### src/rtl/xrfe_pkg.sv
// Shared types and constants for the bus receiver with feedback decode.
// Used by xrfe_ctrl, xrfe_datapath and the top level.
`timescale 1ns / 1ps
`default_nettype none
package xrfe_pkg;

   localparam logic [1:0] KIND_POLL = 2'd0;
   localparam logic [1:0] KIND_ERR  = 2'd1;
   localparam logic [1:0] KIND_FB   = 2'd2;
   localparam logic [1:0] KIND_FWD  = 2'd3;

   localparam logic [6:0] CALL_BCAST_MSG = 7'h60;
   localparam logic [6:0] CALL_BCAST_ALT = 7'h20;
   localparam logic [1:0] CALL_POLL_HI   = 2'b10;
   localparam logic [1:0] CALL_MSG_HI    = 2'b11;
   localparam logic [1:0] CALL_ALT_HI    = 2'b01;
   localparam logic [1:0] CALL_ERR_HI    = 2'b00;
   localparam logic [3:0] HDR_FEEDBACK   = 4'h4;

   typedef enum logic [1:0] {
      CLS_NONE,
      CLS_SINGLE,
      CLS_FINISH
   } cls_type;

   typedef struct packed {
      logic [1:0] kind;
      logic [6:0] fb_address;
      logic [2:0] fb_bit;
      logic       fb_level;
      logic [7:0] msg_byte;
   } item_type;

   typedef struct packed {
      logic accept;
      logic init_walk;
      logic latch_a;
      logic latch_b;
      logic next_pair;
      logic mem_rd;
      logic mem_upd;
      logic gen_code;
      logic gen_bit;
      logic gen_fwd;
      logic flush;
   } cmd_type;

   typedef struct packed {
      cls_type cls;
      logic    hdr_fb;
      logic    can_gen;
      logic    pend_v;
      logic    out_free;
      logic    pair_ok;
      logic    addr_ok;
      logic    mask_nz;
      logic    fwd_more;
   } stat_type;

endpackage
`default_nettype wire

### src/rtl/xrfe_datapath.sv
// Datapath: message buffer, feedback store, pending and output registers.
// Depends on xrfe_pkg; driven by commands from xrfe_ctrl.
`timescale 1ns / 1ps
`default_nettype none
module xrfe_datapath #(
   parameter int FEEDBACK_ENTRIES = 128,
   parameter int RX_BYTES         = 18,
   parameter int FORWARD_MAX      = 8
) (
   input  wire logic              clock,
   input  wire logic              reset,
   input  wire logic [7:0]        char_data,
   input  wire logic              call_bit,
   input  wire logic [4:0]        device_id,
   input  wire xrfe_pkg::cmd_type cmd,
   output xrfe_pkg::stat_type     stat,
   input  wire logic              rsp_tready,
   output logic                   rsp_valid,
   output xrfe_pkg::item_type     rsp_item,
   output logic                   rsp_last
);
   localparam int BW = $clog2(RX_BYTES);
   localparam int AW = $clog2(FEEDBACK_ENTRIES);
   localparam logic [5:0] RX_LIM = 6'(RX_BYTES);
   localparam logic [7:0] FB_LIM = 8'(FEEDBACK_ENTRIES);
   localparam logic [4:0] FWD_LIM = 5'(FORWARD_MAX);

   logic [7:0] buf_ff [RX_BYTES];
   logic [7:0] mem_ff [FEEDBACK_ENTRIES];
   logic [FEEDBACK_ENTRIES-1:0] vld_ff;

   logic [4:0] cnt_ff, len_ff, pi_ff, k_ff;
   logic       inmsg_ff;
   logic [7:0] hdr_ff, a_ff, b_ff, rd_ff, nw_ff, diff_ff;
   logic       rdv_ff;
   logic [1:0] kind_ff;
   logic       pend_v_ff, out_v_ff, last_ff;
   xrfe_pkg::item_type pend_ff, out_ff;

   logic [6:0] c;
   logic is_poll, is_start, is_err;
   logic [4:0] ncnt, fwd_cnt, rd_sel;
   logic [7:0] buf_rd, old, nw;
   logic [2:0] lsb;
   xrfe_pkg::item_type new_item;

   always_comb begin
      c = char_data[6:0];
      is_poll  = c == {xrfe_pkg::CALL_POLL_HI, device_id};
      is_start = c == xrfe_pkg::CALL_BCAST_MSG || c == {xrfe_pkg::CALL_MSG_HI, device_id}
              || c == xrfe_pkg::CALL_BCAST_ALT || c == {xrfe_pkg::CALL_ALT_HI, device_id};
      is_err   = c == {xrfe_pkg::CALL_ERR_HI, device_id};
      ncnt = cnt_ff + 5'd1;
      stat.cls = xrfe_pkg::CLS_NONE;
      if (call_bit) begin
         if (is_poll || (!is_start && is_err)) stat.cls = xrfe_pkg::CLS_SINGLE;
      end else if (inmsg_ff && ncnt != 5'd2
                   && (ncnt > len_ff || {1'b0, ncnt} >= RX_LIM)) begin
         stat.cls = xrfe_pkg::CLS_FINISH;
      end
      fwd_cnt = ({1'b0, hdr_ff[3:0]} + 5'd2 > FWD_LIM) ? FWD_LIM
              : {1'b0, hdr_ff[3:0]} + 5'd2;
      if (cmd.gen_fwd) rd_sel = k_ff + 5'd1;
      else if (cmd.latch_b) rd_sel = pi_ff + 5'd1;
      else rd_sel = pi_ff;
      buf_rd = buf_ff[rd_sel[BW-1:0]];
      old = rdv_ff ? rd_ff : 8'd0;
      nw = b_ff[4] ? {b_ff[3:0], old[3:0]} : {old[7:4], b_ff[3:0]};
      lsb = 3'd0;
      for (int j = 7; j >= 0; j--) begin
         if (diff_ff[j]) lsb = 3'(j);
      end
      new_item = '0;
      if (cmd.gen_code) begin
         new_item.kind = kind_ff;
      end else if (cmd.gen_bit) begin
         new_item.kind = xrfe_pkg::KIND_FB;
         new_item.fb_address = a_ff[6:0];
         new_item.fb_bit = lsb;
         new_item.fb_level = nw_ff[lsb];
      end else begin
         new_item.kind = xrfe_pkg::KIND_FWD;
         new_item.msg_byte = buf_rd;
      end
      stat.hdr_fb   = hdr_ff[7:4] == xrfe_pkg::HDR_FEEDBACK;
      stat.can_gen  = !pend_v_ff || !out_v_ff;
      stat.pend_v   = pend_v_ff;
      stat.out_free = !out_v_ff;
      stat.pair_ok  = pi_ff <= {1'b0, hdr_ff[3:0]};
      stat.addr_ok  = {1'b0, a_ff[6:0]} < FB_LIM;
      stat.mask_nz  = diff_ff != 8'd0;
      stat.fwd_more = k_ff < fwd_cnt;
   end

   always_ff @(posedge clock) begin
      if (cmd.accept && !call_bit && inmsg_ff && {1'b0, cnt_ff} < RX_LIM)
         buf_ff[cnt_ff[BW-1:0]] <= char_data;
      if (cmd.accept && !call_bit && inmsg_ff && cnt_ff == 5'd1) hdr_ff <= char_data;
      if (cmd.accept) kind_ff <= is_poll ? xrfe_pkg::KIND_POLL : xrfe_pkg::KIND_ERR;
      if (cmd.latch_a) a_ff <= buf_rd;
      if (cmd.latch_b) b_ff <= buf_rd;
      if (cmd.mem_rd) begin
         rd_ff <= mem_ff[a_ff[AW-1:0]];
         rdv_ff <= vld_ff[a_ff[AW-1:0]];
      end
      if (cmd.mem_upd) begin
         mem_ff[a_ff[AW-1:0]] <= nw;
         nw_ff <= nw;
      end
      if (cmd.gen_code || cmd.gen_bit || cmd.gen_fwd) begin
         pend_ff <= new_item;
         if (pend_v_ff) out_ff <= pend_ff;
      end else if (cmd.flush) begin
         out_ff <= pend_ff;
      end
   end

   always_ff @(posedge clock) begin
      if (reset) begin
         vld_ff <= '0;
         cnt_ff <= '0;
         len_ff <= '0;
         inmsg_ff <= 1'b0;
         pi_ff <= '0;
         k_ff <= '0;
         diff_ff <= '0;
         pend_v_ff <= 1'b0;
         out_v_ff <= 1'b0;
         last_ff <= 1'b0;
      end else begin
         if (cmd.accept) begin
            if (call_bit) begin
               if (!is_poll && is_start) begin
                  buf_ff_start: begin
                     cnt_ff <= 5'd1;
                     inmsg_ff <= 1'b1;
                  end
               end else if (!is_poll && is_err) begin
                  inmsg_ff <= 1'b0;
               end
            end else if (inmsg_ff) begin
               cnt_ff <= ncnt;
               if (ncnt == 5'd2) len_ff <= {1'b0, char_data[3:0]} + 5'd2;
               else if (stat.cls == xrfe_pkg::CLS_FINISH) inmsg_ff <= 1'b0;
            end
         end
         if (cmd.init_walk) begin
            pi_ff <= 5'd2;
            k_ff <= 5'd0;
         end
         if (cmd.next_pair) pi_ff <= pi_ff + 5'd2;
         if (cmd.gen_fwd) k_ff <= k_ff + 5'd1;
         if (cmd.mem_upd) begin
            vld_ff[a_ff[AW-1:0]] <= 1'b1;
            diff_ff <= nw ^ old;
         end
         if (cmd.gen_bit) diff_ff[lsb] <= 1'b0;
         if (out_v_ff && rsp_tready) out_v_ff <= 1'b0;
         if (cmd.gen_code || cmd.gen_bit || cmd.gen_fwd) begin
            pend_v_ff <= 1'b1;
            if (pend_v_ff) begin
               out_v_ff <= 1'b1;
               last_ff <= 1'b0;
            end
         end else if (cmd.flush) begin
            pend_v_ff <= 1'b0;
            out_v_ff <= 1'b1;
            last_ff <= 1'b1;
         end
      end
   end

   assign rsp_valid = out_v_ff;
   assign rsp_item  = out_ff;
   assign rsp_last  = last_ff;
endmodule
`default_nettype wire

### src/rtl/xrfe_ctrl.sv
// Controller: sequences single replies, message finish, forwarding, pair walk, bit scan and output flush.
// Depends on xrfe_pkg; issues commands to xrfe_datapath.
`timescale 1ns / 1ps
`default_nettype none
module xrfe_ctrl (
   input  wire logic               clock,
   input  wire logic               reset,
   input  wire logic               req_tvalid,
   output logic                    req_tready,
   input  wire xrfe_pkg::stat_type stat,
   output xrfe_pkg::cmd_type       cmd
);
   typedef enum logic [2:0] {
      S_IDLE, S_SINGLE, S_FWD, S_PAIR, S_PAIRB, S_UPD, S_BITS, S_FLUSH
   } state_type;

   state_type state_ff, state_in;

   always_comb begin
      cmd = '0;
      state_in = state_ff;
      req_tready = 1'b0;
      case (state_ff)
         S_IDLE: begin
            req_tready = 1'b1;
            if (req_tvalid) begin
               cmd.accept = 1'b1;
               case (stat.cls)
                  xrfe_pkg::CLS_SINGLE: state_in = S_SINGLE;
                  xrfe_pkg::CLS_FINISH: begin
                     cmd.init_walk = 1'b1;
                     state_in = stat.hdr_fb ? S_PAIR : S_FWD;
                  end
                  default: state_in = S_IDLE;
               endcase
            end
         end
         S_SINGLE: begin
            if (stat.can_gen) begin
               cmd.gen_code = 1'b1;
               state_in = S_FLUSH;
            end
         end
         S_FWD: begin
            if (!stat.fwd_more) state_in = S_FLUSH;
            else if (stat.can_gen) cmd.gen_fwd = 1'b1;
         end
         S_PAIR: begin
            if (!stat.pair_ok) state_in = S_FLUSH;
            else begin
               cmd.latch_a = 1'b1;
               state_in = S_PAIRB;
            end
         end
         S_PAIRB: begin
            cmd.latch_b = 1'b1;
            cmd.next_pair = 1'b1;
            if (stat.addr_ok) begin
               cmd.mem_rd = 1'b1;
               state_in = S_UPD;
            end else state_in = S_PAIR;
         end
         S_UPD: begin
            cmd.mem_upd = 1'b1;
            state_in = S_BITS;
         end
         S_BITS: begin
            if (!stat.mask_nz) state_in = S_PAIR;
            else if (stat.can_gen) cmd.gen_bit = 1'b1;
         end
         S_FLUSH: begin
            if (!stat.pend_v) state_in = S_IDLE;
            else if (stat.out_free) begin
               cmd.flush = 1'b1;
               state_in = S_IDLE;
            end
         end
         default: state_in = S_IDLE;
      endcase
   end

   always_ff @(posedge clock) begin
      if (reset) state_ff <= S_IDLE;
      else state_ff <= state_in;
   end
endmodule
`default_nettype wire

### src/rtl/xbus_receiver_feedback_events_core.sv
// Top level of the bus receiver with feedback decode.
// Depends on xrfe_pkg, xrfe_ctrl and xrfe_datapath.
`timescale 1ns / 1ps
`default_nettype none
// One request is a 9-bit bus character. Calls, data bytes that do not end a
// message and ignored characters are handled in the idle state; poll and
// error replies pass through a reply state. A finished feedback message walks
// its pairs through the controller: it fetches address and data of each pair,
// reads and merges the feedback store entry, then emits one event per changed
// bit. A forwarded message emits its bytes. No character is taken until this
// is done. Results leave through an output register; the last one carries
// tlast. The feedback store clears at reset through per-entry valid bits.
module xbus_receiver_feedback_events_core #(
   parameter int FEEDBACK_ENTRIES = 128,
   parameter int RX_BYTES         = 18,
   parameter int FORWARD_MAX      = 8
) (
   input  wire logic        clock,
   input  wire logic        reset,
   input  wire logic        csr_valid,
   output logic             csr_ready,
   input  wire logic [4:0]  csr_data,     // device_id
   input  wire logic        req_tvalid,
   output logic             req_tready,
   input  wire logic [7:0]  req_tdata,    // char_data
   input  wire logic        req_tuser,    // call_bit
   output logic             rsp_tvalid,
   input  wire logic        rsp_tready,
   output logic [23:0]      rsp_tdata,    // fb_address, fb_bit, fb_level, msg_byte, zeros
   output logic [1:0]       rsp_tuser,    // kind
   output logic             rsp_tlast     // last
);
   logic [4:0] device_id_ff;
   xrfe_pkg::cmd_type  cmd;
   xrfe_pkg::stat_type stat;
   xrfe_pkg::item_type item;

   assign csr_ready = 1'b1;

   always_ff @(posedge clock) begin
      if (reset) device_id_ff <= 5'd29;
      else if (csr_valid) device_id_ff <= csr_data;
   end

   xrfe_ctrl u_ctrl (
      .clock(clock), .reset(reset), .req_tvalid(req_tvalid), .req_tready(req_tready),
      .stat(stat), .cmd(cmd)
   );

   xrfe_datapath #(
      .FEEDBACK_ENTRIES(FEEDBACK_ENTRIES), .RX_BYTES(RX_BYTES), .FORWARD_MAX(FORWARD_MAX)
   ) u_dp (
      .clock(clock), .reset(reset), .char_data(req_tdata), .call_bit(req_tuser),
      .device_id(device_id_ff), .cmd(cmd), .stat(stat), .rsp_tready(rsp_tready),
      .rsp_valid(rsp_tvalid), .rsp_item(item), .rsp_last(rsp_tlast)
   );

   assign rsp_tuser = item.kind;
   assign rsp_tdata = {5'd0, item.msg_byte, item.fb_level, item.fb_bit, item.fb_address};
endmodule
`default_nettype wire
### config.mk
export PLATFORM = sky130hd
export DESIGN_NAME = xbus_receiver_feedback_events_core
export DESIGN_NICKNAME = d
export VERILOG_FILES = /design/src/rtl/xrfe_pkg.sv /design/src/rtl/xrfe_datapath.sv /design/src/rtl/xrfe_ctrl.sv /design/src/rtl/xbus_receiver_feedback_events_core.sv
export SDC_FILE = /design/constraint.sdc
export NUM_CORES = 1
export LEC_CHECK = 0
export BUFFER_PORTS_ARGS = -buffer_cell sky130_fd_sc_hd__buf_2
export CAP_MARGIN = 20
export CORE_ASPECT_RATIO = 1.5
export CORE_UTILIZATION = 47
export CTS_CLUSTER_SIZE = 12
export DETAILED_ROUTE_END_ITERATION = 6
export PLACE_DENSITY = 0.71
export SYNTH_ARGS = -nofsm -noshare
export SYNTH_HDL_FRONTEND = slang
export SYNTH_SLANG_ARGS = --single-unit
### constraint.sdc
create_clock -name clock -period 9.53 [get_ports clock]
set_input_delay 0.953 -clock clock [delete_from_list [all_inputs] [get_ports clock]]
set_output_delay 0.953 -clock clock [all_outputs]
set_load 0.02 [all_outputs]
== Yosys cells after proc, flatten, opt, wreduce, memory -nomap -nowiden ==
Memory sizes are Yosys's and may differ from the RTL's. A register that Yosys moved wholly into a read port is not among the register bits.
Cells that the tools add are included.

* Add/sub/neg operators: 6
* $lt $le $gt $ge: 10
* Equality and inequality tests: 27
* Muxes and demuxes: 86
* Bitwise logic cells: 6
* Reduce and logical (&&, ||, !) cells: 38

{| class="wikitable"
|+ Operator list
! kind !! number
|-
| 128-bit bitwise OR || 1
|-
| 21-bit 2-to-1 mux || 3
|-
| 5-bit 2-to-1 mux || 10
|-
| 3-bit 2-to-1 mux || 15
|-
| 1-bit 2-to-1 mux || 41
|-
| 8-bit 2-to-1 mux || 5
|-
| 3-bit case mux with 8 select lines || 1
|-
| 5-bit by 1-bit adder with 5-bit output, second input constant || 3
|-
| 7-bit equality test || 2
|-
| 3-bit equality test, second input constant || 4
|-
| 1-bit logical AND || 12
|-
| 2-bit 2-to-1 mux || 6
|-
| 4-bit by 2-bit adder with 5-bit output, second input constant || 2
|-
| 8-bit bitwise AND || 1
|-
| 1-bit logical OR || 8
|-
| 7-bit by 8-bit < comparator with 1-bit output, second input constant || 1
|-
| 2-bit != test, second input constant || 4
|-
| 8-bit inverter || 1
|-
| 2-bit nonzero test || 4
|-
| 8-bit nonzero test || 1
|-
| 8-bit bitwise XOR || 1
|-
| 1-bit binary-select mux with 7-bit select || 1
|-
| 1-bit demux with 7-bit select || 1
|-
| 7-bit by 5-bit equality test with 1-bit output || 1
|-
| 35 further kinds || 44
|}

* Register bits: 241
* Bits in writable memories: 1168
* Output and inout port bits: 30
* Logic and storage cells: 203
* Memories kept: 2

{| class="wikitable"
|+ Memories
! name !! depth !! width !! rd ports !! clocked after Yosys merged registers in !! wr ports !! line !! text
|-
| u_dp.mem_ff || 128 || 8 || 1 || 1 || 1 || xrfe_datapath.sv:29 || <nowiki>logic [7:0] mem_ff [FEEDBACK_ENTRIES];</nowiki>
|-
| u_dp.buf_ff || 18 || 8 || 1 || 0 || 1 || xrfe_datapath.sv:28 || <nowiki>logic [7:0] buf_ff [RX_BYTES];</nowiki>
|}

== Logic depth before layout (Yosys ltp) ==
* Depth in word-level cells: 18
* Depth in mapped cells: 15

== Modules after synthesis ==
From an unflattened synthesis, not the netlist that was laid out.

* Cell total of the unflattened synthesis: 3757
* Area, all modules: 57310.0 um^2

{| class="wikitable"
|+ Modules (own cells, without submodules)
! module !! times used !! cells each !! area each (um^2) !! seq. area each (um^2)
|-
| xrfe_datapath || 1 || 3677 || 56619.3 || 40659.0
|-
| xrfe_ctrl || 1 || 56 || 452.9 || 60.1
|-
| xbus_receiver_feedback_events_core || 1 || 24 || 237.7 || 100.1
|}

== Least setup slack after synthesis ==
Ideal clock, no wire load.

* Path kind: reg2reg
* Start: register u_dp.b_ff[4]
* End: memory u_dp.mem_ff[0][6], data pin
* Arrival time: 5.891 ns
* Setup slack: 2.435 ns
* Stages on the path, launching flop included: 4
* Cells stage by stage: edfxtp_1 clkbuf_1 clkbuf_1 o21ai_0

* Longest elaborated chain between the ends: 1

{| class="wikitable"
|+ Ends and longest elaborated chain
! item !! line !! text
|-
| from (decl) || xrfe_datapath.sv:34 || <nowiki>logic [7:0] hdr_ff, a_ff, b_ff, rd_ff, nw_ff, diff_ff;</nowiki>
|-
| from (signal assigned) || xrfe_datapath.sv:101 || <nowiki>if (cmd.latch_b) b_ff <= buf_rd;</nowiki>
|-
| 8-bit 2-to-1 mux || xrfe_datapath.sv:68 || <nowiki>nw = b_ff[4] ? {b_ff[3:0], old[3:0]} : {old[7:4], b_ff[3:0]};</nowiki>
|-
| net u_dp.nw[6] || xrfe_datapath.sv:43 || <nowiki>logic [7:0] buf_rd, old, nw;</nowiki>
|-
| to (decl) || xrfe_datapath.sv:29 ||
|}

The timed path passes the listed nets, and every way through them passes these cells.

== Worst setup path after layout ==
* Start: register u_dp.hdr_ff[1]
* End: register u_dp.b_ff[0], data pin

* Longest elaborated chain between the ends: 8

{| class="wikitable"
|+ Ends and longest elaborated chain
! item !! line !! text
|-
| from (decl) || xrfe_datapath.sv:34 ||
|-
| from (signal assigned) || xrfe_datapath.sv:98 || <nowiki>if (cmd.accept && !call_bit && inmsg_ff && cnt_ff == 5'd1) hdr_ff <= char_data;</nowiki>
|-
| 4-bit by 2-bit adder with 5-bit output * || xrfe_datapath.sv:61, xrfe_datapath.sv:62 ||
|-
| 5-bit by 4-bit greater-than comparator with 1-bit output || xrfe_datapath.sv:61 || <nowiki>fwd_cnt = ({1'b0, hdr_ff[3:0]} + 5'd2 > FWD_LIM) ? FWD_LIM</nowiki>
|-
| 5-bit 2-to-1 mux * || xrfe_datapath.sv:61 ||
|-
| 5-bit < comparator * || xrfe_datapath.sv:92 || <nowiki>stat.fwd_more = k_ff < fwd_cnt;</nowiki>
|-
| 1-bit 2-to-1 mux * || xrfe_ctrl.sv:45 || <nowiki>if (!stat.fwd_more) state_in = S_FLUSH;</nowiki>
|-
| 1-bit 2-to-1 mux * || xrfe_ctrl.sv:23 || <nowiki>case (state_ff)</nowiki>
|-
| 5-bit 2-to-1 mux * || xrfe_datapath.sv:63 || <nowiki>if (cmd.gen_fwd) rd_sel = k_ff + 5'd1;</nowiki>
|-
| memory 18 x 8 bit * || n/a ||
|-
| net u_dp.buf_rd[0] || xrfe_datapath.sv:43 ||
|}

The timed path passes the listed nets; every way through them passes the cells marked *.
A chain may end at the register's enable or synchronous reset.

==> impl_results.md <==
* Status: complete, no violations
* First-pass GRT wire length at 212 mm
* Setup bufs post-CTS at 0
* Synth async-reset ratio at 0%
* Count of different cell masters after synthesis at 77
* Min-Delay Path Depth at 2
* Crit start category: flip-flop
* GRT Total Usage at 25.1%
* Place WS at 5.13 ns
* Vias per inst at 6.36
* Setup TNS Final at 0 ns
* Hold path start: csr_data[4]
* Yosys reg bits at 1415
* Latest clock arrival within the worst-skew pair at 0.77 ns
* Pin count of the biggest net entering global routing at 104
* Clock Skew at 0.0278 ns
* Final setup vio count at 0
* R2r endpoint: u_dp.b_ff[0]
* Dpl hpwl at 86.1 mm
* DRC viols at 0
* R2r startpoint: u_dp.hdr_ff[1]
* Worst hold slack at 0.391 ns
* PostCTS Resize Cnt at 0
* Tmin final at 4.50 ns
* EDFF count, synth at 1248
* Data arrival, critical path at 5.09 ns
* CP required at 10.12 ns
* Die area at 115000 µm²
* Slew Viols, Final at 0
* WL/cell at 28.7 µm
* CTS Buffer Depth at 3
* Crit. End Element: flip-flop
* Pre-antenna DRT Iters at 6
* Layout area overhead at 11.0%
* Top-level I/O count at 49
* Nets@finish at 3543
* Drt total wl at 146 mm
* Crit path kind: reg2reg
* Final non-filler cell total at 5075
* Reg2Reg Depth at 15
* Hold Path End: device_id_ff[4]
* Port bufs at 42
* Rel. slew slack at 22.2%
* Post-synthesis sequential area ratio at 76.5%
* Syn Area/Cell at 15.4 µm²
* Met3 usage at 4.52%
* RSZ-0062 raised after global routing: no
* Std-Cell Rows at 151
* Die Y at 415 µm
* GR Layer Usage met2 at 42.8%
* Max FO, Critical Path at 46
* Clock sink count at 1415
* Clock Root Buffer: clkbuf_16
* Initial Util at 47.3%
* Antenna violation net count after detailed routing at 0
* CTS tree: done
* GRT busiest layer: met2
* Placed cell count at 4815
* Max_cap viols at 0
* Maximum VDD drop at 0.200 mV
* Post-Syn Instances at 3463
* Final Hold Fails at 0
* Initial antenna violation count at 2
* Vias in the first global route at 31600
* R2r setup slk at 5.03 ns
* Die X at 277 µm
* H-tree levels at 4
* Cts hold-fix bufs at 0
* Routing usage on met1 at 28.6%
* Post-synthesis instance area at 53400 µm²
* Clk slew on worst S/H paths at 0.06 ns
* Crit share post-route at 47.2%
* Final worst slack at 5.03 ns
* Core ar. at 113000 µm²
* Share of post-route cells with drive strength above 1 at 9.42%
* Initial DRC count at 4036
* YS warnings at 0
* Total congestion overflow at 0
* Worst hold path class: in2reg
* Total clock buffers created by CTS at 137
* Main synth FF type: edfxtp_1
* Worst-margin pin slew at 1.16 ns
* Maximum clock frequency at 222 MHz
* GPL Wtd Cong at 0.943
* Pleak at 18.5 nW
* Cell Pwr Density at 245 nW/µm²
* Vias at 32300
==> registers in the layout (all words and copies together) (netlist names), 7 cells and up <==
register and flops:
u_dp.diff_ff 8, u_dp.mem_ff 1024, u_dp.hdr_ff 8, u_dp.buf_ff 144, u_dp.nw_ff 8, u_dp.rsp_item 21, u_dp.pend_ff 21, u_dp.a_ff 7
u_dp.rd_ff 8, u_dp.vld_ff 128
==> synth_stat cells (10+ instances only) <==
master	n	area [µm²]
a22oi_1	366	2750
ha_1	20	250
dfxtp_1	167	3340
clkbuf_1	91	342
and2_1	17	106
nor3_1	28	140
a21oi_1	50	250
a2111oi_0	10	87.6
a31oi_1	95	594
buf_4	21	158
edfxtp_1	1248	37500
buf_1	14	52.6
o21ai_0	31	155
mux2i_1	28	280
and3_1	14	87.6
nor4_1	22	138
o21ba_2	18	180
a221oi_1	106	928
a22o_1	109	955
o211ai_1	13	97.6
a211oi_1	55	413
nor2b_1	14	87.6
nor2_1	415	1560
inv_1	48	180
nand3_1	50	250
nand2_1	123	462
buf_2	94	470
xnor2_1	15	131
nand4_1	60	375
==> cell type report <==
class | instances | area [µm²]
Sequential cell | 1415 | 40800
Timing Repair Buffer | 121 | 873
Antenna cell | 2 | 5.00
Fill cell | 8801 | 53500
Inverter | 51 | 191
Multi-Input combinational cell | 1778 | 11500
Clock buffer | 239 | 3860
Tap cell | 1453 | 1820
Clock inverter | 16 | 206
==> layout by cell type, fill, tap and decap left out, drive strengths merged, types with 8 or more instances in the layout <==
cell / n
nand3: 50
and2: 17
xnor2: 15
clkbuf: 239
nor2: 417
edfxtp: 1248
a22o: 109
a221oi: 109
nor2b: 14
inv: 59
nand2: 124
o21ba: 18
ha: 20
nand4: 60
a2111oi: 10
mux2i: 29
clkinv: 8
a22oi: 366
a21oi: 51
o211ai: 13
buf: 121
a211oi: 56
dfxtp: 167
nor3: 29
and3: 14
o21ai: 42
nor4: 22
a31oi: 95
nand2b: 8
==> logic make-up after synthesis <==
logic type	after synthesis	share of synthesized area [%]
other cells	2	0.0141
fa+ha+maj	20	0.469
mux	36	0.820
compound gates	909	12.9
buf+inv	275	2.36
xor+xnor	20	0.328
flops	1415	76.5
simple gates	786	6.63
==> worst max-delay path, stage by stage, from the launching register on <==
cell and delay [ns]:
edfxtp_1 0.41, ha_1 0.23, nor2_1 0.19, a21o_1 0.13, nand2_1 0.06, ha_1 0.29
a21oi_1 0.27, o2111ai_2 0.21, a211oi_4 0.25, buf_4 0.34, a21o_1 0.34, buf_4 0.49
a2111oi_0 0.21, nor4_1 0.52, o21ai_1 0.19, nor2_1 0.19
==> worst max-delay path by stage <==
stage	start	end	slack, ns	cells past startpoint
6_report	u_dp.hdr_ff[1]	u_dp.b_ff[0]	5.03	15
5_1_grt	u_dp.hdr_ff[1]	u_dp.pend_ff[2]	4.76	15
4_1_cts	u_dp.hdr_ff[1]	u_dp.b_ff[0]	5.11	15
3_5_place_dp	u_dp.hdr_ff[1]	u_dp.b_ff[0]	5.13	15
3_3_place_gp	u_dp.hdr_ff[1]	u_dp.pend_ff[1]	5.19	15
2_1_floorplan	u_dp.b_ff[4]	u_dp.mem_ff[0][6]	2.43	3
==> routing by layer <==
layer / vias up / part of all wire, %
met5: - / 0
met4: 0 / 7.3
met3: 423 / 8.3
met2: 1864 / 51
met1: 16200 / 34
li1: 13800 / -
==> report_power, final <==
group          total, mW  internal, mW  switching [mW]  leakage (nW)
clock               5.05          2.77            2.27          1.94
combinational       2.00         0.469            1.53          3.94
sequential          7.48          7.38           0.100          12.7
total               14.5          10.6            3.90          18.5
==> per-stage QoR <==
step	power (mW)	utilization [%]	instance area [µm²]
3_3_place_gp	9.54	48.9	55200
4_1_cts	14.5	52.5	59200
5_1_grt	14.9	52.5	59300
2_1_floorplan	8.87	-	53400
3_5_place_dp	9.58	48.9	55200
6_report	14.5	52.5	59300
(Power assumes the default switching activity.)
